**config.mk**
```make
export PLATFORM = sky130hd
export DESIGN_NAME = utf8_to_utf16_transcoder
export DESIGN_NICKNAME = d
export VERILOG_FILES = /design/src/rtl/core/u8u16_pkg.sv /design/src/rtl/core/utf8_to_utf16_transcoder.sv
export SDC_FILE = /design/constraint.sdc
export NUM_CORES = 1
export LEC_CHECK = 0
export BUFFER_PORTS_ARGS = -buffer_cell sky130_fd_sc_hd__buf_2
export CORE_ASPECT_RATIO = 1.25
export CORE_MARGIN = 2
export CORE_UTILIZATION = 61
export DETAILED_ROUTE_END_ITERATION = 12
export GPL_ROUTABILITY_DRIVEN = 0
export GPL_TIMING_DRIVEN = 0
export PLACE_DENSITY = 0.8
export SETUP_SLACK_MARGIN = 0.1
export SLEW_MARGIN = 40
export SYNTH_ARGS = -nofsm -noshare
export SYNTH_HDL_FRONTEND = slang
export SYNTH_SLANG_ARGS = --single-unit
export TNS_END_PERCENT = 30
```
**constraint.sdc**
```tcl
create_clock -name i_clk -period 14.94 [get_ports i_clk]
set_input_delay 0.747 -clock i_clk [delete_from_list [all_inputs] [get_ports i_clk]]
set_output_delay 0.747 -clock i_clk [all_outputs]
set_load 0.05 [all_outputs]
```
**src/rtl/core/u8u16_pkg.sv**
```systemverilog
package u8u16_pkg;

    // Fixed UTF-8 / UTF-16 constants
    localparam logic [20:0] REPL_CP     = 21'h00FFFD;
    localparam logic [20:0] CP_MAX      = 21'h10FFFF;
    localparam logic [20:0] CP_BMP_MAX  = 21'h00FFFF;
    localparam logic [20:0] CP_1B_MAX   = 21'h00007F;
    localparam logic [20:0] CP_2B_MAX   = 21'h0007FF;
    localparam logic [20:0] CP_SUPP_OFS = 21'h010000;
    localparam logic [15:0] HI_SURR     = 16'hD800;
    localparam logic [15:0] LO_SURR     = 16'hDC00;
    localparam logic [4:0]  SURR_TOP    = 5'b11011;

    // Defaults
    localparam int          COUNT_BITS_DEF = 16;
    localparam logic [15:0] CAP_RESET      = 16'hFFFF;

    // Results one byte can cause, rounded up to a power of two
    localparam int SLOTS   = 4;
    localparam int SLOT_W  = $clog2(SLOTS);

    // Configuration register indexes
    localparam int CFG_IDX_W = 2;
    typedef enum logic [CFG_IDX_W-1:0] {
        CFG_OUT_CAPACITY = 2'd0,
        CFG_COUNT_ONLY   = 2'd1
    } t_cfg_idx;

    // One result item
    typedef struct packed {
        logic [15:0] code_unit;
        logic [15:0] unit_position;
        logic        is_terminator;
        logic [15:0] total_units;
    } t_result;

endpackage

```
**src/rtl/core/utf8_to_utf16_transcoder.sv**
```systemverilog
// An input transfer reaches its first result via two registers: input register, result register.
// Throughput: one byte per cycle while results are accepted and no byte causes more than one;
// a byte with k results holds the result register as the single port drains one item per cycle.
// Reset: synchronous, active low; clears the decoder, unit count and result register,
// and sets out_capacity to 65535 and count_only to 0. No clearing pass.
module utf8_to_utf16_transcoder
    import u8u16_pkg::*;
#(
    parameter int COUNT_BITS = COUNT_BITS_DEF
) (
    input  logic                 i_clk,
    input  logic                 i_rst_n,
    // input stream
    input  logic                 i_s_axis_tvalid,
    output logic                 o_s_axis_tready,
    input  logic [7:0]           i_s_axis_tdata,   // [7:0] in_byte
    input  logic                 i_s_axis_tlast,   // end_of_string
    // result stream
    output logic                 o_m_axis_tvalid,
    input  logic                 i_m_axis_tready,
    output logic [47:0]          o_m_axis_tdata,   // [15:0] code_unit, [31:16] unit_position,
                                                   // [47:32] total_units
    output logic                 o_m_axis_tuser,   // is_terminator
    output logic                 o_m_axis_tlast,   // run_last
    // configuration write channel
    input  logic                 i_cfg_valid,
    output logic                 o_cfg_ready,
    input  logic [CFG_IDX_W-1:0] i_cfg_index,
    input  logic [15:0]          i_cfg_data
);

    localparam int CNT_W = (COUNT_BITS > 16) ? 16 : COUNT_BITS;
    localparam int CW1   = CNT_W + 1;
    localparam logic [CNT_W:0] LIM = {1'b0, {CNT_W{1'b1}}};

    typedef struct packed {
        logic [CNT_W-1:0] u_next;
        logic [1:0]       n;
        logic [15:0]      w0;
        logic [15:0]      w1;
    } t_emit;

    // Place one code point: units, their count and the updated unit count
    function automatic t_emit f_emit(input logic [20:0]      cp,
                                     input logic [CNT_W-1:0] u,
                                     input logic [15:0]      cap_reg,
                                     input logic             cnt_mode);
        t_emit          e;
        logic           need2;
        logic [CNT_W:0] sum;
        logic [CNT_W:0] cap;
        logic [16:0]    capx;
        logic [19:0]    v;
        need2 = (cp > CP_BMP_MAX);
        sum   = {1'b0, u} + (need2 ? CW1'(2) : CW1'(1));
        capx  = {1'b0, cap_reg};
        cap   = (capx > 17'(LIM)) ? LIM : CW1'(capx);
        v     = 20'(cp - CP_SUPP_OFS);
        e.w0  = need2 ? (HI_SURR | {6'd0, v[19:10]}) : cp[15:0];
        e.w1  = LO_SURR | {6'd0, v[9:0]};
        if (cnt_mode) begin
            e.n      = 2'd0;
            e.u_next = (sum > LIM) ? LIM[CNT_W-1:0] : sum[CNT_W-1:0];
        end else if (sum > cap) begin
            e.n      = 2'd0;
            e.u_next = u;
        end else begin
            e.n      = need2 ? 2'd2 : 2'd1;
            e.u_next = sum[CNT_W-1:0];
        end
        return e;
    endfunction

    // Configuration registers
    logic [15:0] r_cap;
    logic        r_cnt_only;

    // Input register
    logic       r_iv;
    logic [7:0] r_byte;
    logic       r_eos;

    // Decoder state
    logic [1:0]       r_rem,  n_rem;
    logic [2:0]       r_len,  n_len;
    logic [20:0]      r_part, n_part;
    logic [CNT_W-1:0] r_ucnt, n_ucnt;

    // Result register
    t_result           r_slot [SLOTS];
    t_result           n_slot [SLOTS];
    logic [SLOT_W:0]   r_cnt, r_rd, n_items;

    logic in_xfer, out_xfer, out_last, slot_free, adv;

    assign o_cfg_ready = 1'b1;

    // Take configuration writes
    always_ff @(posedge i_clk) begin
        if (!i_rst_n) begin
            r_cap      <= CAP_RESET;
            r_cnt_only <= 1'b0;
        end else if (i_cfg_valid) begin
            unique case (i_cfg_index)
                CFG_OUT_CAPACITY: r_cap      <= i_cfg_data;
                CFG_COUNT_ONLY:   r_cnt_only <= i_cfg_data[0];
                default: ;
            endcase
        end
    end

    // Handshake
    assign o_m_axis_tvalid = (r_rd != r_cnt);
    assign out_xfer        = o_m_axis_tvalid && i_m_axis_tready;
    assign out_last        = ((r_rd + 1'b1) == r_cnt);
    assign slot_free       = !o_m_axis_tvalid || (out_xfer && out_last);
    assign adv             = r_iv && slot_free;
    assign o_s_axis_tready = !r_iv || slot_free;
    assign in_xfer         = i_s_axis_tvalid && o_s_axis_tready;

    // Hold the incoming byte
    always_ff @(posedge i_clk) begin
        if (!i_rst_n) begin
            r_iv <= 1'b0;
        end else if (in_xfer) begin
            r_iv <= 1'b1;
        end else if (adv) begin
            r_iv <= 1'b0;
        end
    end

    always_ff @(posedge i_clk) begin
        if (in_xfer) begin
            r_byte <= i_s_axis_tdata;
            r_eos  <= i_s_axis_tlast;
        end
    end

    // Decode one byte
    logic        a_en, b_en, do_lead, cont;
    logic [20:0] a_cp, b_cp, fin_cp;
    logic [2:0]  proper;
    logic        bad;
    t_emit       ea, eb;
    logic [CNT_W-1:0] ua, ub;
    t_result     ent [SLOTS];
    logic [SLOTS-1:0] ent_v;
    logic [SLOT_W:0]  idx;

    always_comb begin
        cont    = (r_byte[7:6] == 2'b10);
        a_en    = 1'b0;
        b_en    = 1'b0;
        a_cp    = REPL_CP;
        b_cp    = REPL_CP;
        do_lead = 1'b0;
        n_rem   = r_rem;
        n_len   = r_len;
        n_part  = r_part;
        fin_cp  = {r_part[14:0], r_byte[5:0]};
        proper  = (fin_cp <= CP_1B_MAX)  ? 3'd1 :
                  (fin_cp <= CP_2B_MAX)  ? 3'd2 :
                  (fin_cp <= CP_BMP_MAX) ? 3'd3 : 3'd4;
        bad     = (proper != r_len)
               || (fin_cp < CP_BMP_MAX && fin_cp[20:16] == 5'd0 && fin_cp[15:11] == SURR_TOP)
               || (fin_cp > CP_MAX);

        // continuation or broken sequence
        if (r_rem != 2'd0) begin
            if (cont) begin
                n_part = fin_cp;
                n_rem  = r_rem - 2'd1;
                if (n_rem == 2'd0) begin
                    a_en   = 1'b1;
                    a_cp   = bad ? REPL_CP : fin_cp;
                    n_len  = 3'd0;
                    n_part = 21'd0;
                end else if (r_eos) begin
                    a_en   = 1'b1;
                    n_rem  = 2'd0;
                    n_len  = 3'd0;
                    n_part = 21'd0;
                end
            end else begin
                a_en    = 1'b1;
                n_rem   = 2'd0;
                n_len   = 3'd0;
                n_part  = 21'd0;
                do_lead = 1'b1;
            end
        end else begin
            do_lead = 1'b1;
        end

        // lead byte
        if (do_lead) begin
            if (!r_byte[7]) begin
                b_en = 1'b1;
                b_cp = {13'd0, r_byte};
            end else if (r_byte[7:5] == 3'b110) begin
                n_len  = 3'd2;
                n_rem  = 2'd1;
                n_part = {16'd0, r_byte[4:0]};
                b_en   = r_eos;
            end else if (r_byte[7:4] == 4'b1110) begin
                n_len  = 3'd3;
                n_rem  = 2'd2;
                n_part = {17'd0, r_byte[3:0]};
                b_en   = r_eos;
            end else if (r_byte[7:3] == 5'b11110) begin
                n_len  = 3'd4;
                n_rem  = 2'd3;
                n_part = {18'd0, r_byte[2:0]};
                b_en   = r_eos;
            end else begin
                b_en = 1'b1;
            end
        end

        // place the code points in order
        ea = f_emit(a_cp, r_ucnt, r_cap, r_cnt_only);
        ua = a_en ? ea.u_next : r_ucnt;
        eb = f_emit(b_cp, ua, r_cap, r_cnt_only);
        ub = b_en ? eb.u_next : ua;

        for (int i = 0; i < SLOTS; i++) begin
            ent[i] = '0;
        end
        ent[0].code_unit     = ea.w0;
        ent[0].unit_position = 16'(r_ucnt);
        ent[1].code_unit     = ea.w1;
        ent[1].unit_position = 16'(r_ucnt) + 16'd1;
        ent[2].code_unit     = eb.w0;
        ent[2].unit_position = 16'(ua);
        ent[3].is_terminator = 1'b1;
        ent[3].total_units   = 16'(ub);
        ent_v[0] = a_en && (ea.n != 2'd0);
        ent_v[1] = a_en && (ea.n == 2'd2);
        ent_v[2] = b_en && (eb.n != 2'd0);
        ent_v[3] = r_eos;

        // close the string
        n_ucnt = ub;
        if (r_eos) begin
            n_ucnt = '0;
            n_rem  = 2'd0;
            n_len  = 3'd0;
            n_part = 21'd0;
        end

        // pack the valid results to the front
        for (int i = 0; i < SLOTS; i++) begin
            n_slot[i] = '0;
        end
        idx = '0;
        for (int i = 0; i < SLOTS; i++) begin
            if (ent_v[i]) begin
                n_slot[idx[SLOT_W-1:0]] = ent[i];
                idx = idx + 1'b1;
            end
        end
        n_items = idx;
    end

    // Advance decoder state
    always_ff @(posedge i_clk) begin
        if (!i_rst_n) begin
            r_rem  <= 2'd0;
            r_len  <= 3'd0;
            r_part <= 21'd0;
            r_ucnt <= '0;
        end else if (adv) begin
            r_rem  <= n_rem;
            r_len  <= n_len;
            r_part <= n_part;
            r_ucnt <= n_ucnt;
        end
    end

    // Load or drain the result register
    always_ff @(posedge i_clk) begin
        if (!i_rst_n) begin
            r_cnt <= '0;
            r_rd  <= '0;
        end else if (adv) begin
            r_cnt <= n_items;
            r_rd  <= '0;
        end else if (out_xfer) begin
            r_rd <= r_rd + 1'b1;
        end
    end

    always_ff @(posedge i_clk) begin
        if (adv) begin
            for (int i = 0; i < SLOTS; i++) begin
                r_slot[i] <= n_slot[i];
            end
        end
    end

    // Present the current result
    t_result cur;
    assign cur            = r_slot[r_rd[SLOT_W-1:0]];
    assign o_m_axis_tdata = {cur.total_units, cur.unit_position, cur.code_unit};
    assign o_m_axis_tuser = cur.is_terminator;
    assign o_m_axis_tlast = out_last;

`ifndef SYNTHESIS
    a_bundle_size: assert property (@(posedge i_clk) disable iff (!i_rst_n)
        (r_cnt <= 3'd3) && (r_rd <= r_cnt))
        else $error("result register holds too many items");

    a_term_last: assert property (@(posedge i_clk) disable iff (!i_rst_n)
        (o_m_axis_tvalid && o_m_axis_tuser) |-> o_m_axis_tlast)
        else $error("terminator is not the last result of its byte");

    a_seq_len: assert property (@(posedge i_clk) disable iff (!i_rst_n)
        (r_rem != 2'd0) |-> ((r_len > {1'b0, r_rem}) && (r_len <= 3'd4)))
        else $error("pending sequence length disagrees with remaining count");

    a_string_close: assert property (@(posedge i_clk) disable iff (!i_rst_n)
        (adv && r_eos) |=> (r_ucnt == '0) && (r_rem == 2'd0))
        else $error("decoder not cleared after end of string");
`endif

endmodule
```
Word level (Yosys, flattened, before mapping)
Memory sizes are Yosys's and may differ from the RTL's. A register that Yosys moved wholly into a read port is not among the register bits. Index checks and enable logic that the tools add are counted.

Add/subtract/negate cells: 10. $lt $le $gt $ge: 17. Eq/ne operators: 10. Muxes and demuxes: 84. Bitwise logic cells: 4. Reduce and logical (&&, ||, !) cells: 28.

Operators with widths (count): $bwmux W196 (3); $mux W196 (3); $demux W49 S2 (3); $mux W21 (13); $mux W49 (4); $mux W16 (9); $mux W18 (4); $mux W3 (15); $gt A21 B16 Y1 const B (2); $sub A20 B17 Y20 const B (2); $add A16 B2 Y17 (2); $gt A17 B16 Y1 (2); $gt A17 B16 Y1 const B (2); $mux W2 (14); $gt A21 B21 Y1 const B (1); $le A21 B11 Y1 const B (1); $le A21 B16 Y1 const B (1); $le A21 B7 Y1 const B (1); $lt A21 B16 Y1 const B (1); $add A16 B1 Y16 const B (1); $mux W1 (16); $add A3 B1 Y3 const B (4); $logic_and A1 B1 Y1 (12); $eq A5 B5 Y1 const B (2); other kinds (18) (35).

Bits in registers: 75. Bits in writable memories: 196. Input bits: 32. Word-level logic and storage cells: 165. Memories: 1.

Memories: r_slot (words 4, bits a word 49, read ports 1, clocked after Yosys merged registers in 1, wr ports 4, RTL line utf8_to_utf16_transcoder.sv:90) `t_result r_slot [SLOTS];`.

Logic depth before layout (Yosys ltp)
Depth in word-level cells: 32. Mapped depth: 57.

Worst setup path before layout
No wires, ideal clock.

Kind: register to register. Start point: register r_part[1]. End point: memory r_slot[1][31] in the netlist's numbering (data pin). Data arrival time: 10.691 ns. Data required time: 14.664 ns. Setup slack: 3.973 ns. Stages on the path, launching flop included: 56. Path buffers: 6. Clock period less this slack: 10.967 ns. Path through: dfxtp_1 or4_1 nor2_1 mux2i_1 o22ai_1 o21ai_0 or3_1 clkbuf_1 inv_1 nand2_1 ha_1 nor3b_1 a21oi_1 nor3_1 or2_2 inv_2 fa_1 nand3_2 [... 20 more ...] nand3_1 nor2_1 xnor2_1 ha_1 a211oi_1 nor2b_1 o2111ai_1 o21ai_0 and3_1 nand2_1 a21oi_2 or3_1 ha_1 and2_1 clkbuf_1 nand2b_1 clkbuf_1 o22ai_1.

RTL lines: start: declaration (RTL line utf8_to_utf16_transcoder.sv:86) `logic [20:0] r_part, n_part;`; start signal: assignment (RTL line utf8_to_utf16_transcoder.sv:275) `r_part <= n_part;`; end: declaration (RTL line utf8_to_utf16_transcoder.sv:90).

==> summary.md <==
| Metric | Value |
|---|---|
| Via count | `roughly 11000` |
| Post-CTS Setup Inserts | `0` |
| CTS clk-pin slew, worst paths | `around 60 ps` |
| Largest net degree at the start of global routing | `92` |
| Final WL | `34900 um` |
| LEAKAGE | `5.63 nW` |
| Layout cells sized above 1 | `0.164` |
| Main area contributors after synthesis | `edfxtp_1 43%, dfxtp_1 9.4%, mux4_2 7.1%` |
| Vias per cell | `6.26` |
| Setup crit start kind | `register` |
| Vias in the first global route | `10500` |
| Worst path arrival time | `around 14000 ps` |
| Post-route DRC | `0` |
| Initial DRC Count | `1056` |
| Warnings from Yosys | `0` |
| Post-Synthesis Cells | `1223` |
| Detailed Routing Iterations Pass 1 | `6` |
| Mean routed wirelength per cell | `20.7 um` |
| Synth Cell Area | `0.0133 mm^2` |
| Initial Util | `0.618` |
| Num CTS Buffers | `24` |
| Critical Path Start | `r_part[2]$_SDFFE_PN0P_` |
| Ys flop type | `edfxtp_1` |
| Die Area | `0.0230 mm^2` |
| Hold Startpoint | `i_s_axis_tdata[3]` |
| Cell taking the most area after synthesis | `edfxtp_1` |
| Synthesized area per cell | `10.9 um^2` |
| H-tree levels | `1` |
| Worst hold margin | `403 ps` |
| Sequential cell area | `0.00689 mm^2` |
| Critical path endpoint category | `register` |
| Peak VDD IR | `0.0971 mV` |
| Pre-CTS setup slack | `1070 ps` |
| DRT antenna net count | `0` |
| Setup slack, reg-to-reg | `930 ps` |
| Final Hold Viols | `0` |
| Critical Path Max Stage Delay | `about 570 ps` |
| Synth Area in Simple Gates | `0.142` |
| Final period util | `0.938` |
| Total Routing Usage GR | `0.307` |
| Worst Skew | `13.0 ps` |
| Seq cells post-synth | `250` |
| PD cells | `118 mW/mm^2` |
| Post-CTS Hold Fix Bufs | `0` |
| Core box area | `about 0.021 mm^2` |
| Hold crit path type | `input pin to register` |
| Synth top area share | `0.425` |
| Area grow syn2layout | `14.4%` |
| Worst setup margin | `927 ps` |
| Multi-input gate area | `0.00609 mm^2` |
| Reg2reg start | `r_part[2]$_SDFFE_PN0P_` |
| Final HPWL DP | `25100 um` |
| Fin nets | `1471` |
| Final Slew Violations | `0` |
| Worst-Skew Late Latency | `530 ps` |
| Clk sinks | `250` |
| Filler cells | `1606` |
| RSZ-0062 raised after global routing | `false` |
| Root Driver | `clkbuf_16` |
| Largest family of logic cells by synthesized area | `simple AND/OR/NAND/NOR gates` |
| Number of port buffers | `83` |
| Crit Path Class | `register to register` |
| Mux cell area share after synthesis | `0.0752` |
| Grt total ovfl | `0` |
| Initial antenna violation count | `1` |
| Synth Area in Compound Gates | `0.141` |
| Part of the Yosys area used for sequential elements | `0.519` |
| Die W | `136 um` |
| Slew headroom | `0.387` |
| Final setup viols | `0` |
| Slowest cell on crit path | `or4_1` |
| IO Pins | `85` |
| Worst-path fanout max | `10` |
| DP Area | `0.0143 mm^2` |
| Synth unique cells | `79` |
| Fmax | `between 70 and 80 MHz` |
| Max-cap violations | `0` |
| Final instance area | `0.0152 mm^2` |
| Setup TNS | `0 ps` |
| XOR/XNOR Fraction of Synth Area | `0.0323` |
| Outcome | `finished clean` |
| First-pass GRT wire length | `between 50000 and 60000 um` |
| Antenna diode count | `0` |
| Total power | `roughly 1.8 mW` |
| Die Y | `169 um` |
| Tmin final | `14010 ps` |
| Worst-Margin Slew | `912 ps` |
| Clk buf depth | `3` |
| Post-synth EDFFs | `roughly 190` |
| CTS tree | `yes` |
| Crit-path most repeated cell | `ha_1` |
| FP Rows | `60` |
| Post-synthesis adder-cell area fraction | `0.0501` |
| CP Data Required Time | `approximately 15000 ps` |
| Ys async rst share | `0` |
worst max-delay path: cells and delay by family (launching register included):
kind	cells	cell delay, ps
AOI/OAI and AO/OA	11	2470
xor gates and xnor gates	1	190
muxes	2	380
DFF	1	380
and+or+nand+nor	24	6030
buffers and inverters	10	2250
adders and majority gates	7	1950
flip-flops by register name (all words and copies together) (netlist names), named ones only:
signal / flops
r_rem: 2
r_part: 15
r_ucnt: 16
r_rd: 3
r_cap: 16
r_len: 3
r_iv: 1
r_cnt_only: 1
r_slot: 179
r_eos: 1
r_cnt: 3
r_byte: 8
power by group:
group          switching (mW)  total, mW  leakage (nW)  internal (mW)
clock network           0.257      0.648         0.404          0.391
logic                   0.223      0.309          2.92         0.0863
registers              0.0186      0.830          2.30          0.811
per-stage QoR:
step                       util  instances
after floorplan               -       1275
after global placement    0.663       1637
after detailed placement  0.666       1639
after CTS                 0.705       1683
after global routing      0.707       1684
final                     0.707       1684
cell families after synthesis:
group           count (synthesis)
other cells                     2
flops                         250
compound gates                291
fa+ha+maj                      52
buf+inv                       128
xor+xnor                       49
simple gates                  404
mux                            47
metal layers:
| layer | vias up | share of wire | routed length [um] | global-route usage |
|---|---|---|---|---|
| li1 | 4813 | - | - | - |
| met1 | 5012 | 0.35 | 12300 | 0.367 |
| met2 | 565 | 0.50 | 17500 | 0.535 |
| met3 | 152 | 0.084 | 2920 | 0.0467 |
| met4 | 2 | 0.060 | 2110 | 0.158 |
| met5 | - | 0.0010 | 35 | 0 |
final cells by class:
cell class                      count  area share
Sequential cell                   250       0.454
Multi-Input combinational cell    897       0.401
Clock buffer                       35      0.0456
Timing Repair Buffer               86      0.0315
Tap cell                          279      0.0230
Buffer                             77      0.0222
Inverter                           51      0.0131
Clock inverter                      9     0.00981
worst paths after layout:
path	to	cells after the start
max	r_slot[1][21]$_DFFE_PP_	55
min	r_byte[3]$_DFFE_PP_	1
max reg2reg	r_slot[1][21]$_DFFE_PP_	55
min reg2reg	r_len[0]$_SDFFE_PN0P_	2
cell usage after synthesis (4+ instances only):
| master | n |
|---|---|
| xnor2_1 | 29 |
| o211ai_1 | 26 |
| o22ai_1 | 26 |
| clkbuf_1 | 56 |
| dfxtp_1 | 62 |
| o21ai_1 | 5 |
| nand4_1 | 21 |
| and3_1 | 5 |
| mux4_2 | 42 |
| buf_2 | 12 |
| or2_2 | 8 |
| nor3b_1 | 6 |
| nand3_1 | 49 |
| o31ai_1 | 8 |
| ha_1 | 50 |
| edfxtp_1 | 188 |
| nand2b_1 | 5 |
| o21ai_0 | 74 |
| a31oi_1 | 7 |
| a21o_1 | 4 |
| o22a_1 | 6 |
| nor3_1 | 22 |
| and2_1 | 12 |
| a211oi_1 | 7 |
| inv_1 | 50 |
| nor4_1 | 4 |
| a22oi_1 | 7 |
| nand2_1 | 113 |
| a21oi_1 | 77 |
| buf_4 | 5 |
| o21a_1 | 5 |
| xor2_1 | 20 |
| nor2_1 | 126 |
| nor2b_1 | 6 |
| or3_1 | 9 |
timing repair:
action / in CTS / in global routing
setup endpoints to repair: 0 / 5
hold endpoints to repair: 0 / 0
resized for setup: 0 / 3
placed cells by master (no fill, tap or decap), types with 5 or more instances in the layout:
cell	Yosys	routed
a211oi_1	7	7
a21oi_1	77	76
a22oi_1	7	7
a31oi_1	7	7
and2_1	12	12
and3_1	5	5
buf_2	12	95
buf_4	5	6
clkbuf_1	56	59
clkbuf_16	0	25
clkbuf_2	1	6
conb_1	2	54
dfxtp_1	62	62
edfxtp_1	188	188
ha_1	50	50
inv_1	50	49
mux4_2	42	42
nand2_1	113	113
nand2b_1	5	5
nand3_1	49	49
nand4_1	21	21
nor2_1	126	125
nor2b_1	6	6
nor3_1	22	22
nor3b_1	6	5
o211ai_1	26	26
o21a_1	5	5
o21ai_0	74	74
o22a_1	6	6
o22ai_1	26	26
o31ai_1	8	6
or2_2	8	8
or3_1	9	9
xnor2_1	29	29
xor2_1	20	20
(Power assumes the default switching activity.)
